## config.mk

```make
export PLATFORM = sky130hd
export DESIGN_NAME = rcnp_front
export DESIGN_NICKNAME = d
export VERILOG_FILES = /design/src/hdl/rcnp_pkg.sv /design/src/hdl/rcnp_front.sv
export SDC_FILE = /design/constraint.sdc
export NUM_CORES = 1
export LEC_CHECK = 0
export ABC_AREA = 1
export BUFFER_PORTS_ARGS = -buffer_cell sky130_fd_sc_hd__buf_2
export CAP_MARGIN = 20
export CORE_ASPECT_RATIO = 0.9
export CORE_UTILIZATION = 50
export CTS_BUF_LIST = sky130_fd_sc_hd__clkbuf_4 sky130_fd_sc_hd__clkbuf_8
export CTS_CLUSTER_DIAMETER = 120
export CTS_CLUSTER_SIZE = 12
export DETAILED_ROUTE_END_ITERATION = 8
export PLACE_DENSITY = 0.75
export SLEW_MARGIN = 20
export SYNTH_ARGS = -nofsm -noshare
export SYNTH_HDL_FRONTEND = slang
export SYNTH_SLANG_ARGS = --single-unit
```

## constraint.sdc

```tcl
create_clock -name clk -period 7.6 [get_ports clk]
set_input_delay 0.38 -clock clk [delete_from_list [all_inputs] [get_ports clk]]
set_output_delay 0.38 -clock clk [all_outputs]
set_load 0.05 [all_outputs]
```

## src/hdl/rcnp_pkg.sv

```systemverilog
package rcnp_pkg;

  // Default bound on the stream position that is reported.
  localparam int MaxObjectsDef = 256;

  // Depth of the queue between the front and back parts.
  localparam int QueueDepth = 2;

  // Configuration register indexes.
  localparam logic [2:0] RegOriginX = 3'd0;
  localparam logic [2:0] RegOriginY = 3'd1;
  localparam logic [2:0] RegOriginZ = 3'd2;
  localparam logic [2:0] RegDirX    = 3'd3;
  localparam logic [2:0] RegDirY    = 3'd4;
  localparam logic [2:0] RegDirZ    = 3'd5;
  localparam logic [2:0] RegScale   = 3'd6;

  // Ray and scale registers as seen by the datapath.
  typedef struct packed {
    logic signed [31:0] ox;
    logic signed [31:0] oy;
    logic signed [31:0] oz;
    logic signed [15:0] dx;
    logic signed [15:0] dy;
    logic signed [15:0] dz;
    logic [9:0]         scale;
  } rcnp_cfg_t;

  // One cylinder after the front part has prepared it.
  typedef struct packed {
    logic signed [32:0] dx;
    logic signed [32:0] dz;
    logic signed [47:0] ymin;
    logic signed [47:0] ymax;
    logic [23:0]        radius;
    logic               last;
  } rcnp_item_t;

  // Sequencer states of the back part.
  typedef enum logic [4:0] {
    B_IDLE, B_AXX, B_AZZ, B_R, B_H1, B_H2, B_K1, B_K2, B_RR, B_ARR, B_KK,
    B_SQRT, B_ROOT, B_DIV, B_RNG, B_HY, B_CHECK, B_FIN
  } rcnp_state_t;

  // Magnitude of a signed 64-bit value.
  function automatic logic [63:0] mag64(input logic signed [63:0] v);
    logic [63:0] m;
    m = v[63] ? 64'(-v) : 64'(v);
    return m;
  endfunction

endpackage

```

## src/hdl/rcnp_front.sv

```systemverilog
module rcnp_front (
  input  logic                clk,
  input  logic                rst,
  input  rcnp_pkg::rcnp_cfg_t cfg,
  input  logic                in_valid,
  output logic                in_ready,
  input  logic [143:0]        in_data,
  input  logic                in_last,
  output logic                q_valid,
  input  logic                q_pop,
  output rcnp_pkg::rcnp_item_t q_item
);
  import rcnp_pkg::*;

  localparam int PtrW = (QueueDepth > 1) ? $clog2(QueueDepth) : 1;
  localparam int CntW = $clog2(QueueDepth + 1);

  rcnp_item_t      qmem [QueueDepth];
  logic [PtrW-1:0] wptr;
  logic [PtrW-1:0] rptr;
  logic [CntW-1:0] count;
  rcnp_item_t      prep;
  logic signed [47:0] by48;
  logic            push;

  // Offsets to the cylinder axis and the height window in Q.14.
  always_comb begin
    by48        = {{16{in_data[63]}}, in_data[63:32]};
    prep.dx     = {cfg.ox[31], cfg.ox} - {in_data[31], in_data[31:0]};
    prep.dz     = {cfg.oz[31], cfg.oz} - {in_data[95], in_data[95:64]};
    prep.ymin   = by48 <<< 14;
    prep.ymax   = (by48 + {24'd0, in_data[143:120]}) <<< 14;
    prep.radius = in_data[119:96];
    prep.last   = in_last;
  end

  assign in_ready = (count != CntW'(QueueDepth));
  assign push     = in_valid && in_ready;
  assign q_valid  = (count != '0);
  assign q_item   = qmem[rptr];

  // Queue pointers and fill level.
  always_ff @(posedge clk) begin
    if (rst) begin
      wptr  <= '0;
      rptr  <= '0;
      count <= '0;
    end else begin
      if (push) begin
        wptr <= (wptr == PtrW'(QueueDepth - 1)) ? '0 : wptr + 1'b1;
      end
      if (q_pop) begin
        rptr <= (rptr == PtrW'(QueueDepth - 1)) ? '0 : rptr + 1'b1;
      end
      count <= count + CntW'(push) - CntW'(q_pop);
    end
  end

  always_ff @(posedge clk) begin
    if (push) begin
      qmem[wptr] <= prep;
    end
  end

endmodule

```

; Word level (Yosys, flattened, before mapping)
; Memory sizes are Yosys's and may differ from the RTL's. A register that Yosys moved wholly into a read port is not among the register bits.
; Index checks and enable logic that the tools add are counted.
[word_totals]
ramBits = 318
regBits = 4
memories = 1
[memory_table]
columns = name, words, word_bits, rd, rd_ports_with_merged_regs, write_ports, line_no
row1 = qmem, 2, 159, 1, 1, 1, rcnp_front.sv:18  ; rcnp_item_t qmem [QueueDepth];
[op_classes]
n_mux = 6
reduce_logical = 2
eq_ne = 1
addsub = 7
[ops]
columns = cell, n
row1 = subtractor 32 x 32 -> 33 bit, 2
row2 = adder 32 x 25 -> 33 bit, 1
row3 = 2-to-1 mux 1 bit, 6
row4 = "adder 1 bit, second input constant", 2
row5 = adder 2 x 1 -> 2 bit, 1
row6 = "!= test 2 bit, second input constant", 1
row7 = nonzero test 2 bit, 1
row8 = subtractor 2 x 1 -> 2 bit, 1
row9 = logical AND 1 bit, 1

; Depth between registers and ports, before layout
[logic_depth]
word_depth = 4
mapped_depth = 14
ltp_nobuf = 14

; Least setup slack after synthesis
; Ideal clock, no wire load.
[synth_timing]
path_kind = reg-to-reg
startpoint = register count[0]
endpoint = memory qmem[1][0] (netlist bit) (enable)
setup_ps = 676
arrival_ps = 7431
slack_ps = -508
t_required_ps = 6924
path_buffers = 0
path_stages_with_launch = 5
synth_period_minus_slack_ps = 8108
path_cell_list = dfxtp_1 -> inv_1 -> nand2_1 -> nand2_1 -> nor2_1
[synth_via]
elab_chain_len = 4
[synth_lines]
columns = element, line_no
row1 = "start, declared", rcnp_front.sv:21  ; logic [CntW-1:0] count;
row2 = "start signal, assigned", rcnp_front.sv:55  ; count <= count + CntW'(push) - CntW'(q_pop);
row3 = != test 2 bit, rcnp_front.sv:37  ; assign in_ready = (count != CntW'(QueueDepth));
row4 = named net in_ready, rcnp_front.sv:6  ; output logic in_ready,
row5 = logical AND 1 bit, rcnp_front.sv:38  ; assign push = in_valid && in_ready;
row6 = 2-to-1 mux 1 bit, rcnp_front.sv:60  ; if (push) begin
row7 = 2-to-1 mux 1 bit (implied by the code), rcnp_front.sv:61  ; qmem[wptr] <= prep;
row8 = "end, declared", rcnp_front.sv:18
; The timed path passes the listed nets, and every way through them passes these cells.

==> run_results.csv <==
group,metric,value,unit
floorplan,die_h,187,µm
yosys,ys_warn_count,0,
power,fin_total_pwr,0.00495,W
worst_setup_path,endpoint_kind,"primary output",
final_layout,seqCellArea,9470,µm²
floorplan,num_rows,67,
cts,cts_buffers,30,
cts,cts.sinks,317,
cts,cts_tree,"done",
timing,slew-limit-headroom,32.2,%
worst_setup_path,crit_chain,"buf_4 > mux2_2 > buf_2",
cts,clk_pin_slew,0.08,ns
yosys,syn_area,18900,µm²
drt,via_per_inst,4.89,
worst_setup_path,critical_path.max_stage_delay,0.83,ns
power,p_per_area,221,nW/µm²
drt,drcViolationCount,0,
floorplan,die_w,207,µm
timing,slew_viol_final,0,
grt,grt_pass1_wl,73.6,mm
timing,max_freq,298,MHz
grt,grt_pass1_vias,14493,
min_path,hold_end,"wptr",
drt,wl_per_cell,15.2,µm
worst_setup_path,worst_ep_arrival_time,2.98,ns
worst_setup_path,path_delay_family,"buffers and inverters",
placed_design,port_buffers,373,
worst_setup_path,cp_num_buf_inv,2,
drt,num_vias,14951,
final_layout,drive_gt1_share,24.0,%
grt,grt_start_max_net_pins,74,
final_layout,area_growth,18.1,%
cts,cts_setup_buffers,0,
worst_setup_path,crit_required,7.22,ns
final_layout,utilization,60.0,%
floorplan,pin_count,492,
drt,antenna_left,0,
worst_setup_path,rr_worst_depth,5,
timing,rsz0062_at_grt,"false",
floorplan,die_area,38700,µm²
timing,tightest_slew,1.02,ns
yosys,synthArstFlopShare,0,%
drt,routed_wl,46.5,mm
floorplan,start_util,50.8,%
outcome,status,"complete, no violations",
yosys,synth_seq_area_share,50.0,%
yosys,synth_edf_count,312,
yosys,synth_area_per_cell,8.97,µm²
placed_design,place.gp.congestion,0.926,
yosys,synth_seq_cells,317,
grt,grt_usage,23.8,%
power,vdd_ir_drop_max,0.126,mV
worst_setup_path,reg2reg_slack,5.15,ns
cts,clkLatencyLatePin,0.64,ns
drt,first_iter_violations,870,
min_path,hold_depth,3,
worst_setup_path,timing.rr.end,"qmem[0][147]",
timing,post-route-min-period,3.36,ns
min_path,min_path_type,"input port to flip-flop",
worst_setup_path,worstSetupPathType,"flip-flop to primary output",
min_path,worstHoldStart,"in_valid",
final_layout,num-fill-cells,3196,
worst_setup_path,crit_path_top_delay_cell,"buf_4",
yosys,synth.distinct_cells,28,
yosys,synth_top_flop_cell,"edfxtp_1",
floorplan,core-area,37300,µm²
worst_setup_path,cp_max_fo,70,
cts,htreeDepth,1,
timing,setup_violations,0,
drt,dr.pass1.iters,5,
timing,hold_slack,0.0561,ns
power,p_leak,11.3,nW
final_layout,multiInputGateArea,7660,µm²
timing,fin_crit_sh,44.2,%
worst_setup_path,r2r-start,"count[0]",
placed_design,hpwl,35.7,mm
cts,cts_buffer_depth,3,
worst_setup_path,worstSetupStartpointType,"flip-flop",
yosys,netlist_instances,2111,
run,cap_violations,0,
final_layout,layout.nets,2952,
grt,grt_overflow,0,
timing,hold_violations,0,
timing,setup_tns,0,ns
cts,cts_root_buf,"clkbuf_8",
grt,antenna_found_initial,1,
timing,fin_skew,0.0581,ns
[cell families (layout without fill, tap and decap cells)]
logic type,count (synthesis),in the layout,share of synthesized area [%]
muxes,156,156,9.27
adders and majority gates,93,93,6.26
and+or+nand+nor,955,955,20.2
xor gates and xnor gates,47,47,2.17
other,1,29,0.0198
DFF,317,317,50.0
buffers and inverters,476,910,10.2
AOI/OAI and AO/OA,66,66,1.85
[sequential cells by signal (all words and copies together) (netlist names), named ones only]
| register | cells |
|---|---|
| rptr | 1 |
| qmem | 312 |
| count | 2 |
| wptr | 1 |
[area by class of cell]
type | count | area share (%)
inverters | 426 | 7.15
diodes | 1 | 0.0112
clock inverters | 2 | 0.112
repair buffers | 436 | 11.1
clock buffers | 46 | 2.38
well taps | 483 | 2.70
multi-input cells | 1345 | 34.2
flip-flops and latches | 317 | 42.3
[placed cells by master (no fill, tap or decap), drive strengths merged]
cell type    netlist  final
clkinv             0      2
nand3             75     75
nand4             12     12
inv              426    426
conb               1     28
mux2             156    156
buf               50    379
a21oi             60     60
ha                90     90
nor3b              1      1
clkbuf             0     46
edfxtp           312    312
and2               4      4
nand2            723    723
o21ai              1      1
diode              0      1
dlygate4sd3        0     57
fa                 3      3
nor3              15     15
a21o               2      2
xnor2              6      6
nor2             123    123
dfxtp              5      5
xor2              41     41
or2                2      2
o21a               1      1
o21bai             2      2
[report_power, final]
part / switching [W] / internal (W) / total [W]
sequential: 0.0000530 / 0.00220 / 0.00225
clock: 0.000561 / 0.000445 / 0.00101
combinational: 0.00122 / 0.000472 / 0.00169
[through the flow]
step / instances / worst slack, ns / area [µm²]
after floorplan: 2138 / 2.11 / 19000
after global placement: 2950 / 4.89 / 21200
after detailed placement: 2950 / 4.87 / 21200
after CTS: 3055 / 4.15 / 22400
after global routing: 3055 / 4.06 / 22400
final: 3056 / 4.24 / 22400
[worst min-delay path, delay by kind of cell]
kind,cells,cell delay (ns)
buf+inv,1,0.09
simple gates,1,0.13
compound gates,1,0.06
[cell usage after synthesis, types with 17 or more instances]
cell type	number	share of area, %
xor2_1	41	1.9
a21oi_1	58	1.5
nand2_1	700	14
ha_1	90	5.9
nand2_2	23	0.76
nand3_1	70	1.8
buf_2	17	0.45
inv_1	426	8.4
buf_4	33	1.3
mux2_2	156	9.3
edfxtp_1	312	49
nor2_1	121	2.4
[worst max path at each step]
| stage | start | endpoint | slack, ns | depth (start not counted) |
|---|---|---|---|---|
| final | flip-flop | q_item[179] | 4.24 | 3 |
| after global routing | flip-flop | q_item[179] | 4.06 | 3 |
| after detailed placement | flip-flop | q_item[179] | 4.87 | 3 |
| after floorplan | count[0] | qmem[1][0] | 2.11 | 4 |
| after CTS | flip-flop | q_item[179] | 4.15 | 3 |
| after global placement | flip-flop | q_item[179] | 4.89 | 3 |
[timing repair]
action	in CTS	in global routing
endpoints found under the hold margin	113	0
hold buffers	57	0
endpoints found under the setup margin	0	0
resized for setup	0	0
[layer usage]
| layer | GRT usage (%) | part of all wire, % | vias to the layer above |
|---|---|---|---|
| met3 | 3.11 | 5.9 | 78 |
| met1 | 31.9 | 44 | 6865 |
| met2 | 40.7 | 47 | 491 |
| li1 | - | - | 7517 |
| met4 | 6.34 | 2.4 | 0 |
| met5 | 0 | 0 | - |
Note: power is estimated with default switching activity, not from simulation.
