**config.mk**
```make
export PLATFORM = sky130hd
export DESIGN_NAME = rcnp_back
export DESIGN_NICKNAME = d
export VERILOG_FILES = /design/src/hdl/rcnp_pkg.sv /design/src/hdl/rcnp_mul.sv /design/src/hdl/rcnp_back.sv
export SDC_FILE = /design/constraint.sdc
export NUM_CORES = 2
export LEC_CHECK = 0
export BUFFER_PORTS_ARGS = -buffer_cell sky130_fd_sc_hd__buf_2
export CORE_ASPECT_RATIO = 0.7
export CORE_MARGIN = 1.5
export CORE_UTILIZATION = 50
export DETAILED_ROUTE_END_ITERATION = 8
export GPL_TIMING_DRIVEN = 0
export PLACE_DENSITY_LB_ADDON = 0.25
export SLEW_MARGIN = 15
export SYNTH_ARGS = -nofsm -noshare
export SYNTH_HDL_FRONTEND = slang
export SYNTH_SLANG_ARGS = --single-unit
export TNS_END_PERCENT = 10
```
**constraint.sdc**
```tcl
create_clock -name clk -period 13.4 [get_ports clk]
set_input_delay 1.34 -clock clk [delete_from_list [all_inputs] [get_ports clk]]
set_output_delay 1.34 -clock clk [all_outputs]
set_load 0.02 [all_outputs]
```
**src/hdl/rcnp_pkg.sv**
```systemverilog
package rcnp_pkg;

  // Default bound on the stream position that is reported.
  localparam int MaxObjectsDef = 256;

  // Depth of the queue between the front and back parts.
  localparam int QueueDepth = 2;

  // Configuration register indexes.
  localparam logic [2:0] RegOriginX = 3'd0;
  localparam logic [2:0] RegOriginY = 3'd1;
  localparam logic [2:0] RegOriginZ = 3'd2;
  localparam logic [2:0] RegDirX    = 3'd3;
  localparam logic [2:0] RegDirY    = 3'd4;
  localparam logic [2:0] RegDirZ    = 3'd5;
  localparam logic [2:0] RegScale   = 3'd6;

  // Ray and scale registers as seen by the datapath.
  typedef struct packed {
    logic signed [31:0] ox;
    logic signed [31:0] oy;
    logic signed [31:0] oz;
    logic signed [15:0] dx;
    logic signed [15:0] dy;
    logic signed [15:0] dz;
    logic [9:0]         scale;
  } rcnp_cfg_t;

  // One cylinder after the front part has prepared it.
  typedef struct packed {
    logic signed [32:0] dx;
    logic signed [32:0] dz;
    logic signed [47:0] ymin;
    logic signed [47:0] ymax;
    logic [23:0]        radius;
    logic               last;
  } rcnp_item_t;

  // Sequencer states of the back part.
  typedef enum logic [4:0] {
    B_IDLE, B_AXX, B_AZZ, B_R, B_H1, B_H2, B_K1, B_K2, B_RR, B_ARR, B_KK,
    B_SQRT, B_ROOT, B_DIV, B_RNG, B_HY, B_CHECK, B_FIN
  } rcnp_state_t;

  // Magnitude of a signed 64-bit value.
  function automatic logic [63:0] mag64(input logic signed [63:0] v);
    logic [63:0] m;
    m = v[63] ? 64'(-v) : 64'(v);
    return m;
  endfunction

endpackage

```
**src/hdl/rcnp_mul.sv**
```systemverilog
module rcnp_mul (
  input  logic         clk,
  input  logic         rst,
  input  logic         start,
  input  logic [63:0]  op_a,
  input  logic [63:0]  op_b,
  input  logic         neg,
  output logic         done,
  output logic [127:0] prod
);
  import rcnp_pkg::*;

  logic [127:0] acc;
  logic [127:0] mcand;
  logic [63:0]  mplier;
  logic         neg_r;
  logic         run;

  // Shift-add multiplier, one multiplier bit a cycle, stops when no ones remain.
  always_ff @(posedge clk) begin
    if (rst) begin
      run  <= 1'b0;
      done <= 1'b0;
    end else begin
      done <= 1'b0;
      if (start) begin
        run <= 1'b1;
      end else if (run && mplier == 64'd0) begin
        run  <= 1'b0;
        done <= 1'b1;
      end
    end
  end

  always_ff @(posedge clk) begin
    if (start) begin
      acc    <= 128'd0;
      mcand  <= {64'd0, op_a};
      mplier <= op_b;
      neg_r  <= neg;
    end else if (run) begin
      if (mplier == 64'd0) begin
        prod <= neg_r ? 128'(-acc) : acc;
      end else begin
        if (mplier[0]) begin
          acc <= acc + mcand;
        end
        mcand  <= {mcand[126:0], 1'b0};
        mplier <= {1'b0, mplier[63:1]};
      end
    end
  end

endmodule

```
**src/hdl/rcnp_back.sv**
```systemverilog
module rcnp_back #(
  parameter int MAX_OBJECTS = rcnp_pkg::MaxObjectsDef
) (
  input  logic                 clk,
  input  logic                 rst,
  input  rcnp_pkg::rcnp_cfg_t  cfg,
  input  logic                 q_valid,
  output logic                 q_pop,
  input  rcnp_pkg::rcnp_item_t q_item,
  output logic                 out_valid,
  input  logic                 out_ready,
  output logic                 out_found,
  output logic [7:0]           out_index,
  output logic [31:0]          out_dist
);
  import rcnp_pkg::*;

  localparam int CntW = (MAX_OBJECTS > 1) ? $clog2(MAX_OBJECTS) : 1;

  rcnp_state_t state, state_next;
  rcnp_item_t  item;

  logic         mul_start, mul_done, mul_neg, issued, is_mul;
  logic [63:0]  mul_a, mul_b;
  logic [127:0] prod;

  logic [31:0]        a;
  logic [31:0]        a_sum;
  logic [25:0]        r;
  logic signed [50:0] h;
  logic signed [50:0] k;
  logic [51:0]        rr;
  logic [83:0]        arr;
  logic [83:0]        sx;
  logic [45:0]        srem;
  logic [45:0]        srem2;
  logic [45:0]        strial;
  logic [41:0]        s;
  logic [5:0]         cnt;
  logic               root_sel;
  logic signed [51:0] n;
  logic [63:0]        divq;
  logic [31:0]        drem;
  logic [32:0]        drem2;
  logic               q_big;
  logic signed [49:0] hy;
  logic signed [49:0] ymin50;
  logic signed [49:0] ymax50;
  logic               hit;

  logic [31:0]      nearest_distance;
  logic [CntW-1:0]  nearest_index;
  logic [CntW-1:0]  item_count;
  logic             any_hit;
  logic [CntW+7:0]  index_ext;

  rcnp_mul u_mul (
    .clk   (clk),
    .rst   (rst),
    .start (mul_start),
    .op_a  (mul_a),
    .op_b  (mul_b),
    .neg   (mul_neg),
    .done  (mul_done),
    .prod  (prod)
  );

  // Operand selection for the shared multiplier.
  always_comb begin
    mul_a  = 64'd0;
    mul_b  = 64'd0;
    mul_neg = 1'b0;
    is_mul = 1'b1;
    case (state)
      B_AXX: begin
        mul_a = mag64({{48{cfg.dx[15]}}, cfg.dx});
        mul_b = mul_a;
      end
      B_AZZ: begin
        mul_a = mag64({{48{cfg.dz[15]}}, cfg.dz});
        mul_b = mul_a;
      end
      B_R: begin
        mul_a = {40'd0, item.radius};
        mul_b = {54'd0, cfg.scale};
      end
      B_H1: begin
        mul_a   = mag64({{31{item.dx[32]}}, item.dx});
        mul_b   = mag64({{48{cfg.dx[15]}}, cfg.dx});
        mul_neg = item.dx[32] ^ cfg.dx[15];
      end
      B_H2: begin
        mul_a   = mag64({{31{item.dz[32]}}, item.dz});
        mul_b   = mag64({{48{cfg.dz[15]}}, cfg.dz});
        mul_neg = item.dz[32] ^ cfg.dz[15];
      end
      B_K1: begin
        mul_a   = mag64({{31{item.dx[32]}}, item.dx});
        mul_b   = mag64({{48{cfg.dz[15]}}, cfg.dz});
        mul_neg = item.dx[32] ^ cfg.dz[15];
      end
      B_K2: begin
        mul_a   = mag64({{31{item.dz[32]}}, item.dz});
        mul_b   = mag64({{48{cfg.dx[15]}}, cfg.dx});
        mul_neg = item.dz[32] ^ cfg.dx[15];
      end
      B_RR: begin
        mul_a = {38'd0, r};
        mul_b = {38'd0, r};
      end
      B_ARR: begin
        mul_a = {32'd0, a};
        mul_b = {12'd0, rr};
      end
      B_KK: begin
        mul_a = mag64({{13{k[50]}}, k});
        mul_b = mul_a;
      end
      B_HY: begin
        mul_a   = mag64({{48{cfg.dy[15]}}, cfg.dy});
        mul_b   = {32'd0, divq[31:0]};
        mul_neg = cfg.dy[15];
      end
      default: is_mul = 1'b0;
    endcase
  end

  assign mul_start = is_mul && !issued;

  // Combinational helpers for the square root, division and hit test.
  always_comb begin
    a_sum  = a + prod[31:0];
    srem2  = {srem[43:0], sx[83:82]};
    strial = {2'b00, s, 2'b01};
    n      = root_sel ? (-{h[50], h} + {10'd0, s}) : (-{h[50], h} - {10'd0, s});
    drem2  = {drem, divq[63]};
    q_big  = (divq[63:32] != 32'd0) || (divq[31:0] == 32'hFFFF_FFFF);
    ymin50 = {{2{item.ymin[47]}}, item.ymin};
    ymax50 = {{2{item.ymax[47]}}, item.ymax};
    hit    = (hy >= ymin50) && (hy <= ymax50) && (divq[31:0] < nearest_distance);
    index_ext = {8'd0, nearest_index};
  end

  // Next state and the queue pop.
  always_comb begin
    state_next = state;
    q_pop      = 1'b0;
    case (state)
      B_IDLE: begin
        if (q_valid) begin
          q_pop      = 1'b1;
          state_next = B_AXX;
        end
      end
      B_AXX: if (mul_done) state_next = B_AZZ;
      B_AZZ: if (mul_done) state_next = (a_sum == 32'd0) ? B_FIN : B_R;
      B_R:   if (mul_done) state_next = B_H1;
      B_H1:  if (mul_done) state_next = B_H2;
      B_H2:  if (mul_done) state_next = B_K1;
      B_K1:  if (mul_done) state_next = B_K2;
      B_K2:  if (mul_done) state_next = B_RR;
      B_RR:  if (mul_done) state_next = B_ARR;
      B_ARR: if (mul_done) state_next = B_KK;
      B_KK: begin
        if (mul_done) begin
          state_next = (prod[99:0] > {16'd0, arr}) ? B_FIN : B_SQRT;
        end
      end
      B_SQRT: if (cnt == 6'd41) state_next = B_ROOT;
      B_ROOT: begin
        if (n < 0) begin
          state_next = root_sel ? B_FIN : B_ROOT;
        end else begin
          state_next = B_DIV;
        end
      end
      B_DIV: if (cnt == 6'd63) state_next = B_RNG;
      B_RNG: begin
        if (q_big) begin
          state_next = root_sel ? B_FIN : B_ROOT;
        end else begin
          state_next = B_HY;
        end
      end
      B_HY:    if (mul_done) state_next = B_CHECK;
      B_CHECK: state_next = root_sel ? B_FIN : B_ROOT;
      B_FIN: begin
        if (!item.last || !out_valid) begin
          state_next = B_IDLE;
        end
      end
      default: state_next = B_IDLE;
    endcase
  end

  always_ff @(posedge clk) begin
    if (rst) begin
      state <= B_IDLE;
    end else begin
      state <= state_next;
    end
  end

  // Control state: handshake of the multiplier, step counter, running best.
  always_ff @(posedge clk) begin
    if (rst) begin
      issued           <= 1'b0;
      cnt              <= '0;
      out_valid        <= 1'b0;
      any_hit          <= 1'b0;
      nearest_distance <= 32'hFFFF_FFFF;
      nearest_index    <= '0;
      item_count       <= '0;
    end else begin
      if (mul_done) begin
        issued <= 1'b0;
      end else if (mul_start) begin
        issued <= 1'b1;
      end
      if ((state == B_SQRT || state == B_DIV) && state_next == state) begin
        cnt <= cnt + 1'b1;
      end else begin
        cnt <= '0;
      end
      if (out_valid && out_ready) begin
        out_valid <= 1'b0;
      end
      if (state == B_CHECK && hit) begin
        nearest_distance <= divq[31:0];
        nearest_index    <= item_count;
        any_hit          <= 1'b1;
      end
      if (state == B_FIN) begin
        if (item.last) begin
          if (!out_valid) begin
            out_valid        <= 1'b1;
            any_hit          <= 1'b0;
            nearest_distance <= 32'hFFFF_FFFF;
            nearest_index    <= '0;
            item_count       <= '0;
          end
        end else if (item_count != CntW'(MAX_OBJECTS - 1)) begin
          item_count <= item_count + 1'b1;
        end
      end
    end
  end

  // Datapath registers.
  always_ff @(posedge clk) begin
    if (q_pop) begin
      item <= q_item;
    end
    if (mul_done) begin
      case (state)
        B_AXX: a   <= prod[31:0];
        B_AZZ: a   <= a_sum;
        B_R:   r   <= prod[33:8];
        B_H1:  h   <= prod[50:0];
        B_H2:  h   <= h + prod[50:0];
        B_K1:  k   <= prod[50:0];
        B_K2:  k   <= k - prod[50:0];
        B_RR:  rr  <= prod[51:0];
        B_ARR: arr <= prod[83:0];
        B_KK: begin
          sx       <= arr - prod[83:0];
          srem     <= '0;
          s        <= '0;
          root_sel <= 1'b0;
        end
        B_HY: hy <= {{4{cfg.oy[31]}}, cfg.oy, 14'd0} + prod[49:0];
        default: ;
      endcase
    end
    // Square root, two bits of the radicand and one result bit a step.
    if (state == B_SQRT) begin
      sx <= {sx[81:0], 2'b00};
      if (srem2 >= strial) begin
        srem <= srem2 - strial;
        s    <= {s[40:0], 1'b1};
      end else begin
        srem <= srem2;
        s    <= {s[40:0], 1'b0};
      end
    end
    if (state == B_ROOT) begin
      divq <= {n[49:0], 14'd0};
      drem <= '0;
      if (n < 0) begin
        root_sel <= 1'b1;
      end
    end
    // Restoring division, one quotient bit a step.
    if (state == B_DIV) begin
      if (drem2 >= {1'b0, a}) begin
        drem <= 32'(drem2 - {1'b0, a});
        divq <= {divq[62:0], 1'b1};
      end else begin
        drem <= drem2[31:0];
        divq <= {divq[62:0], 1'b0};
      end
    end
    if (state == B_RNG && q_big) begin
      root_sel <= 1'b1;
    end
    if (state == B_CHECK) begin
      root_sel <= 1'b1;
    end
    if (state == B_FIN && item.last && !out_valid) begin
      out_found <= any_hit;
      out_index <= any_hit ? index_ext[7:0] : 8'd0;
      out_dist  <= any_hit ? nearest_distance : 32'd0;
    end
  end

endmodule

```
Word level (Yosys, flattened, before mapping)
Index checks and enable logic that the tools add are counted.
{"block": "word_totals", "reg_bits": 1326, "out_inout_bits": 43, "elab_cells": 236}
{"block": "op_classes", "n_addsub": 20, "magnitude_cmp": 7, "eq_ne": 24, "n_mux": 87, "bitwise": 7, "reduce_logical": 52}
{"operator": "64-bit two-way mux", "count": 14}
{"operator": "64-bit one-hot mux with 9 select lines", "count": 1}
{"operator": "64-bit one-hot mux with 7 select lines", "count": 1}
{"operator": "84-bit two-way mux", "count": 3}
{"operator": "32-bit two-way mux", "count": 7}
{"operator": "51-bit one-hot mux with 2 select lines", "count": 2}
{"operator": "16-bit negation with 64-bit output", "count": 3}
{"operator": "44-bit two-way mux", "count": 4}
{"operator": "128-bit adder", "count": 1}
{"operator": "33-bit negation with 64-bit output", "count": 2}
{"operator": "42-bit two-way mux", "count": 3}
{"operator": "100-bit by 84-bit greater-than comparator with 1-bit output", "count": 1}
{"operator": "100-bit two-way mux", "count": 1}
{"operator": "5-bit two-way mux", "count": 20}
{"operator": "100-bit negation", "count": 1}
{"operator": "5-bit one-hot mux with 18 select lines", "count": 1}
{"operator": "84-bit subtractor", "count": 1}
{"operator": "64-bit zero test", "count": 1}
{"operator": "51-bit negation with 64-bit output", "count": 1}
{"operator": "32-bit one-hot mux with 2 select lines", "count": 1}
{"operator": "8-bit two-way mux", "count": 7}
{"operator": "52-bit by 42-bit adder with 52-bit output", "count": 1}
{"operator": "52-bit by 1-bit less-than comparator with 1-bit output, second input constant", "count": 1}
{"operator": "52-bit two-way mux", "count": 1}
{"operator": "other kinds (41)", "count": 118}

Longest topological paths before layout
{"block": "logic_depth", "depth_word": 10, "depth_mapped": 26}

Modules after synthesis
From an unflattened synthesis, not the netlist that was laid out.
{"block": "unflattened", "hier_cells": 9821, "area_unflattened_um2": 92374.8}
{"module": "rcnp_back", "instances": 1, "cells_each": 6874, "area_per_inst_um2": 64770.9, "seq_area_each_um2": 26465.4}
{"module": "rcnp_mul", "instances": 1, "cells_each": 2947, "area_per_inst_um2": 27604.0, "seq_area_each_um2": 11601.1}

Worst setup path after synthesis
No wires, ideal clock.
{"block": "synth_timing", "kind": "input-to-reg", "startpoint": "input port q_valid", "endpoint": "register cnt[2]", "setup_ns": 0.064, "t_arrival_ns": 7.238, "slack_ns": 6.098, "path_stages": 6, "cell_sequence": "and3_1 a2111oi_0 o311a_1 or4b_2 clkbuf_1 nor2_1"}
{"block": "synth_between", "elab_chain_len": 6}
{"element": "from (decl)", "line_no": "rcnp_back.sv:7", "rtl": "input logic q_valid,"}
{"element": "5-bit two-way mux", "line_no": "rcnp_back.sv:150", "rtl": "if (q_valid) begin"}
{"element": "5-bit one-hot mux with 18 select lines", "line_no": "rcnp_back.sv:148", "rtl": "case (state)"}
{"element": "5-bit == test", "line_no": "rcnp_back.sv:220", "rtl": "if ((state == B_SQRT || state == B_DIV) && state_next == state) begin"}
{"element": "1-bit logical AND", "line_no": "rcnp_back.sv:220"}
{"element": "1-bit inverter (no source line)"}
{"element": "2-bit OR reduction (no source line)"}
{"element": "to (signal assigned)", "line_no": "rcnp_back.sv:221", "rtl": "cnt <= cnt + 1'b1;"}
{"element": "to (decl)", "line_no": "rcnp_back.sv:39", "rtl": "logic [5:0] cnt;"}
No other way between the ends.
A chain may end at the register's enable or synchronous reset.

Worst setup path after layout
{"block": "layout_timing", "startpoint": "register h[1]", "endpoint": "register state[4]"}
{"block": "layout_between", "elab_chain_len": 6}
{"element": "from (decl)", "line_no": "rcnp_back.sv:30", "rtl": "logic signed [50:0] h;"}
{"element": "from (signal assigned)", "line_no": "rcnp_back.sv:259", "rtl": "B_H1: h <= prod[50:0];"}
{"element": "from (signal assigned)", "line_no": "rcnp_back.sv:260", "rtl": "B_H2: h <= h + prod[50:0];"}
{"element": "52-bit negation (*)", "line_no": "rcnp_back.sv:135", "rtl": "n = root_sel ? (-{h[50], h} + {10'd0, s}) : (-{h[50], h} - {10'd0, s});"}
{"element": "52-bit by 42-bit subtractor with 52-bit output / 52-bit by 42-bit adder with 52-bit output (equally long branches)", "line_no": "rcnp_back.sv:135"}
{"element": "52-bit two-way mux (*)", "line_no": "rcnp_back.sv:135"}
{"element": "52-bit by 1-bit less-than comparator with 1-bit output (*)", "line_no": "rcnp_back.sv:171", "rtl": "if (n < 0) begin"}
{"element": "5-bit two-way mux (*)", "line_no": "rcnp_back.sv:171"}
{"element": "5-bit one-hot mux with 18 select lines (*)", "line_no": "rcnp_back.sv:148"}
{"element": "to (signal assigned)", "line_no": "rcnp_back.sv:200", "rtl": "state <= state_next;"}
{"element": "to (decl)", "line_no": "rcnp_back.sv:20", "rtl": "rcnp_state_t state, state_next;"}
Mark *: on every way between the ends. The rest lies on a longest branch, timed or not.

==> metrics.md <==
| Metric | Value |
|---|---|
| Maxcap violations | `0` |
| Worst path buffer plus inverter count | `2` |
| Register area share after synthesis | `0.424` |
| VDD IR max | `between 0.0001 and 0.00015 V` |
| CTS resizes | `0` |
| Post-Syn Area | `85200 um2` |
| Design area | `approximately 95000 um2` |
| Post-synth top area cell | `edfxtp_1` |
| Setup CP Type | `reg2reg` |
| Finish-stage setup viols | `0` |
| Fill cell count | `14889` |
| Hold buffer count at cts | `0` |
| Setup TNS Final | `0 ps` |
| Post-CTS setup repair buffer count | `0` |
| Slew headroom | `0.0709` |
| Root buf cell | `clkbuf_16` |
| P&R area growth vs syn | `11.5%` |
| Core Rows | `126` |
| Vias in the first global route | `68576` |
| Max-slew violation count | `0` |
| Worst Path Arrival | `7470 ps` |
| Hold WC Path Type | `reg2reg` |
| Initial DRC Count | `about 10000` |
| Warning count from the yosys run | `0` |
| Leading cell types by count after synthesis | `1067 x edfxtp_1, 965 x nand2_1, 730 x a21oi_1` |
| PwrDens | `between 100 and 150 nW/um2` |
| Router iterations before antenna repair | `7` |
| DRT Wirelength | `311 mm` |
| Worst skew pair latency | `roughly 810 ps` |
| CTS tree | `done` |
| Ys flop type | `edfxtp_1` |
| Largest net degree at the start of global routing | `68` |
| Comb power frac | `0.158` |
| Synth cell types | `between 80 and 90` |
| Antenna violations before repair | `36` |
| Fraction of layout cells with a size suffix above 1 | `0.0680` |
| CP max stage delay | `approximately 620 ps` |
| Vias/cell | `6.36` |
| Kind of cell adding the most delay to the critical path | `simple AND/OR/NAND/NOR gates` |
| P_int | `approximately 7.4 mW` |
| Period utilisation layout | `0.510` |
| Critical path peak fanout | `7` |
| Slowest cell on crit path | `xor2_1` |
| DP Area | `between 90000 and 100000 um2` |
| I/O pin total | `388` |
| EDFF count, synth | `1067` |
| First-pass GRT wire length | `451 mm` |
| Worst-Margin Slew | `1390 ps` |
| Net Sw Frac | `0.289` |
| Final hold viol count | `0` |
| Clk buf depth | `3` |
| Share of async-settable or async-resettable flops after synthesis | `0` |
| Total grt overflow | `0` |
| Number of port buffers | `321` |
| DIE AREA | `~170000 um2` |
| Mean Syn Cell Area | `between 9 and 10 um2` |
| Wire per inst | `26.2 um` |
| Detailed Place HPWL | `242 mm` |
| Clock transition at path regs | `approximately 70 ps` |
| Flops & latches, synth | `1270` |
| Layout Nets | `around 11000` |
| Starting Density | `0.505` |
| Post-route minimum period | `6830 ps` |
| Die Width | `approximately 500 um` |
| Sequential Power Share | `0.452` |
| Outcome | `finished clean` |
| CP required | `14040 ps` |
| Synth top area share | `0.376` |
| Cells after Synth | `9030` |
| Core Area | `169000 um2` |
| H-tree levels | `4` |
| RSZ-0062 raised after global routing | `no` |
| Synth area leaders | `edfxtp_1 38%, ha_1 10%, xnor2_1 4.8%` |
| Clk_skew | `30.4 ps` |
| Switching pwr | `around 3.0 mW` |
| GRT Util Overall | `0.350` |
| Setup crit end kind | `register` |
| Top-count cell post-synth | `edfxtp_1` |
| Die H | `348 um` |
| Fmax | `0.146 GHz` |
| CP startpoint kind | `register` |
| Sink Count | `between 1000 and 1500` |
| Via count | `between 70000 and 80000` |
| RePlAce Congestion | `1.05` |
| Clock Power Share | `0.391` |
| Drc violations | `0` |
| Syn nets | `10085` |
| Inserted Clock Buffers | `roughly 140` |
| ANT nets after route | `0` |
| P_leak | `39.3 nW` |
==> per-stage QoR <==
step                      setup WS, ps  hold WS, ps  cells   util  total power [mW]
after floorplan                   6100          433   9030      -              5.78
after global placement            3400          448  11591  0.531              6.28
after detailed placement          6760          459  11621  0.534              6.30
after CTS                         6710          476  11871  0.562              10.3
after global routing              6070          494  11878  0.562              10.6
final                             6570          476  11891  0.563              10.3
==> worst min-delay path, stage by stage, from the launching register on <==
cell and delay [ps]:
dfxtp_1 330, mux2i_1 70, nand2_1 60
==> routing by layer <==
metal | track usage | wire length [um] | part of all wire | vias up
met3 | 0.0971 | 41300 | 0.13 | 587
met4 | 0.125 | 12000 | 0.039 | 16
met2 | 0.470 | 122000 | 0.39 | 4585
met5 | 0 | 114 | 0.00037 | -
met1 | 0.528 | 136000 | 0.44 | 36389
li1 | - | - | - | 34014
==> layout by cell type, fill, tap and decap left out, types with 118 or more instances in the layout <==
cell | synthesis | final
mux2i_1 | 155 | 155
o21ai_0 | 670 | 670
clkbuf_16 | 0 | 143
dfxtp_1 | 203 | 203
nor2_1 | 639 | 638
a21o_1 | 325 | 325
nand2_1 | 965 | 964
edfxtp_1 | 1067 | 1067
a21oi_1 | 730 | 730
nor3_1 | 122 | 118
xnor2_1 | 470 | 470
nand4_1 | 141 | 141
clkbuf_1 | 340 | 374
inv_1 | 546 | 546
ha_1 | 702 | 702
buf_2 | 1 | 322
xor2_1 | 300 | 300
nand3_1 | 155 | 155
==> cell type report <==
cell class                      instances  area (um2)  area share
Timing Repair Buffer                  355        2230      0.0234
Antenna cell                           16        40.0    0.000422
Tap cell                             2240        2800      0.0295
Buffer                                368        1400      0.0147
Inverter                              547        2050      0.0216
Clock buffer                          187        3820      0.0403
Clock inverter                         63         781     0.00822
Sequential cell                      1270       36100       0.380
Multi-Input combinational cell       6845       45800       0.482
==> power by group through the flow <==
stage	registers, mW	logic [mW]	clock network, mW
global placement	4.75	1.53	0
floorplan	4.67	1.11	0
global route	4.68	1.77	4.19
CTS	4.66	1.58	4.05
finish	4.67	1.63	4.04
detailed placement	4.74	1.56	0
==> registers in the layout, summed over array words and instances (netlist names), 26 cells and up <==
name              count
hy                   50
sx                   84
u_mul.mplier         64
out_dist             32
item                187
rr                   52
u_mul.mcand         100
h                    51
u_mul.prod          100
divq                 64
r                    26
arr                  84
a                    32
u_mul.acc           100
srem                 44
drem                 32
k                    51
nearest_distance     32
s                    42
==> worst paths after layout <==
path | startpoint | endpoint | slack [ps] | cells past startpoint
setup / recovery | h[1] | state[4] | 6570 | 25
setup reg to reg | h[1] | state[4] | 6570 | 25
hold / removal | nearest_distance[27] | nearest_distance[27] | 480 | 2
hold reg to reg | nearest_distance[27] | nearest_distance[27] | 480 | 2
==> kinds of logic (layout without fill, tap and decap cells) <==
family / after synthesis / in the layout / synth area share
multiplexers: 160 / 160 / 0.0189
other: 1 / 17 / 0.0000440
XOR/XNOR: 770 / 770 / 0.0791
AND/OR/NAND/NOR: 2681 / 2681 / 0.148
adder cells (fa/ha/maj): 710 / 710 / 0.105
flip-flops: 1270 / 1270 / 0.424
AO/OA/AOI/OAI: 2523 / 2523 / 0.185
buffers and inverters: 915 / 1520 / 0.0404
(Power assumes the default switching activity.)
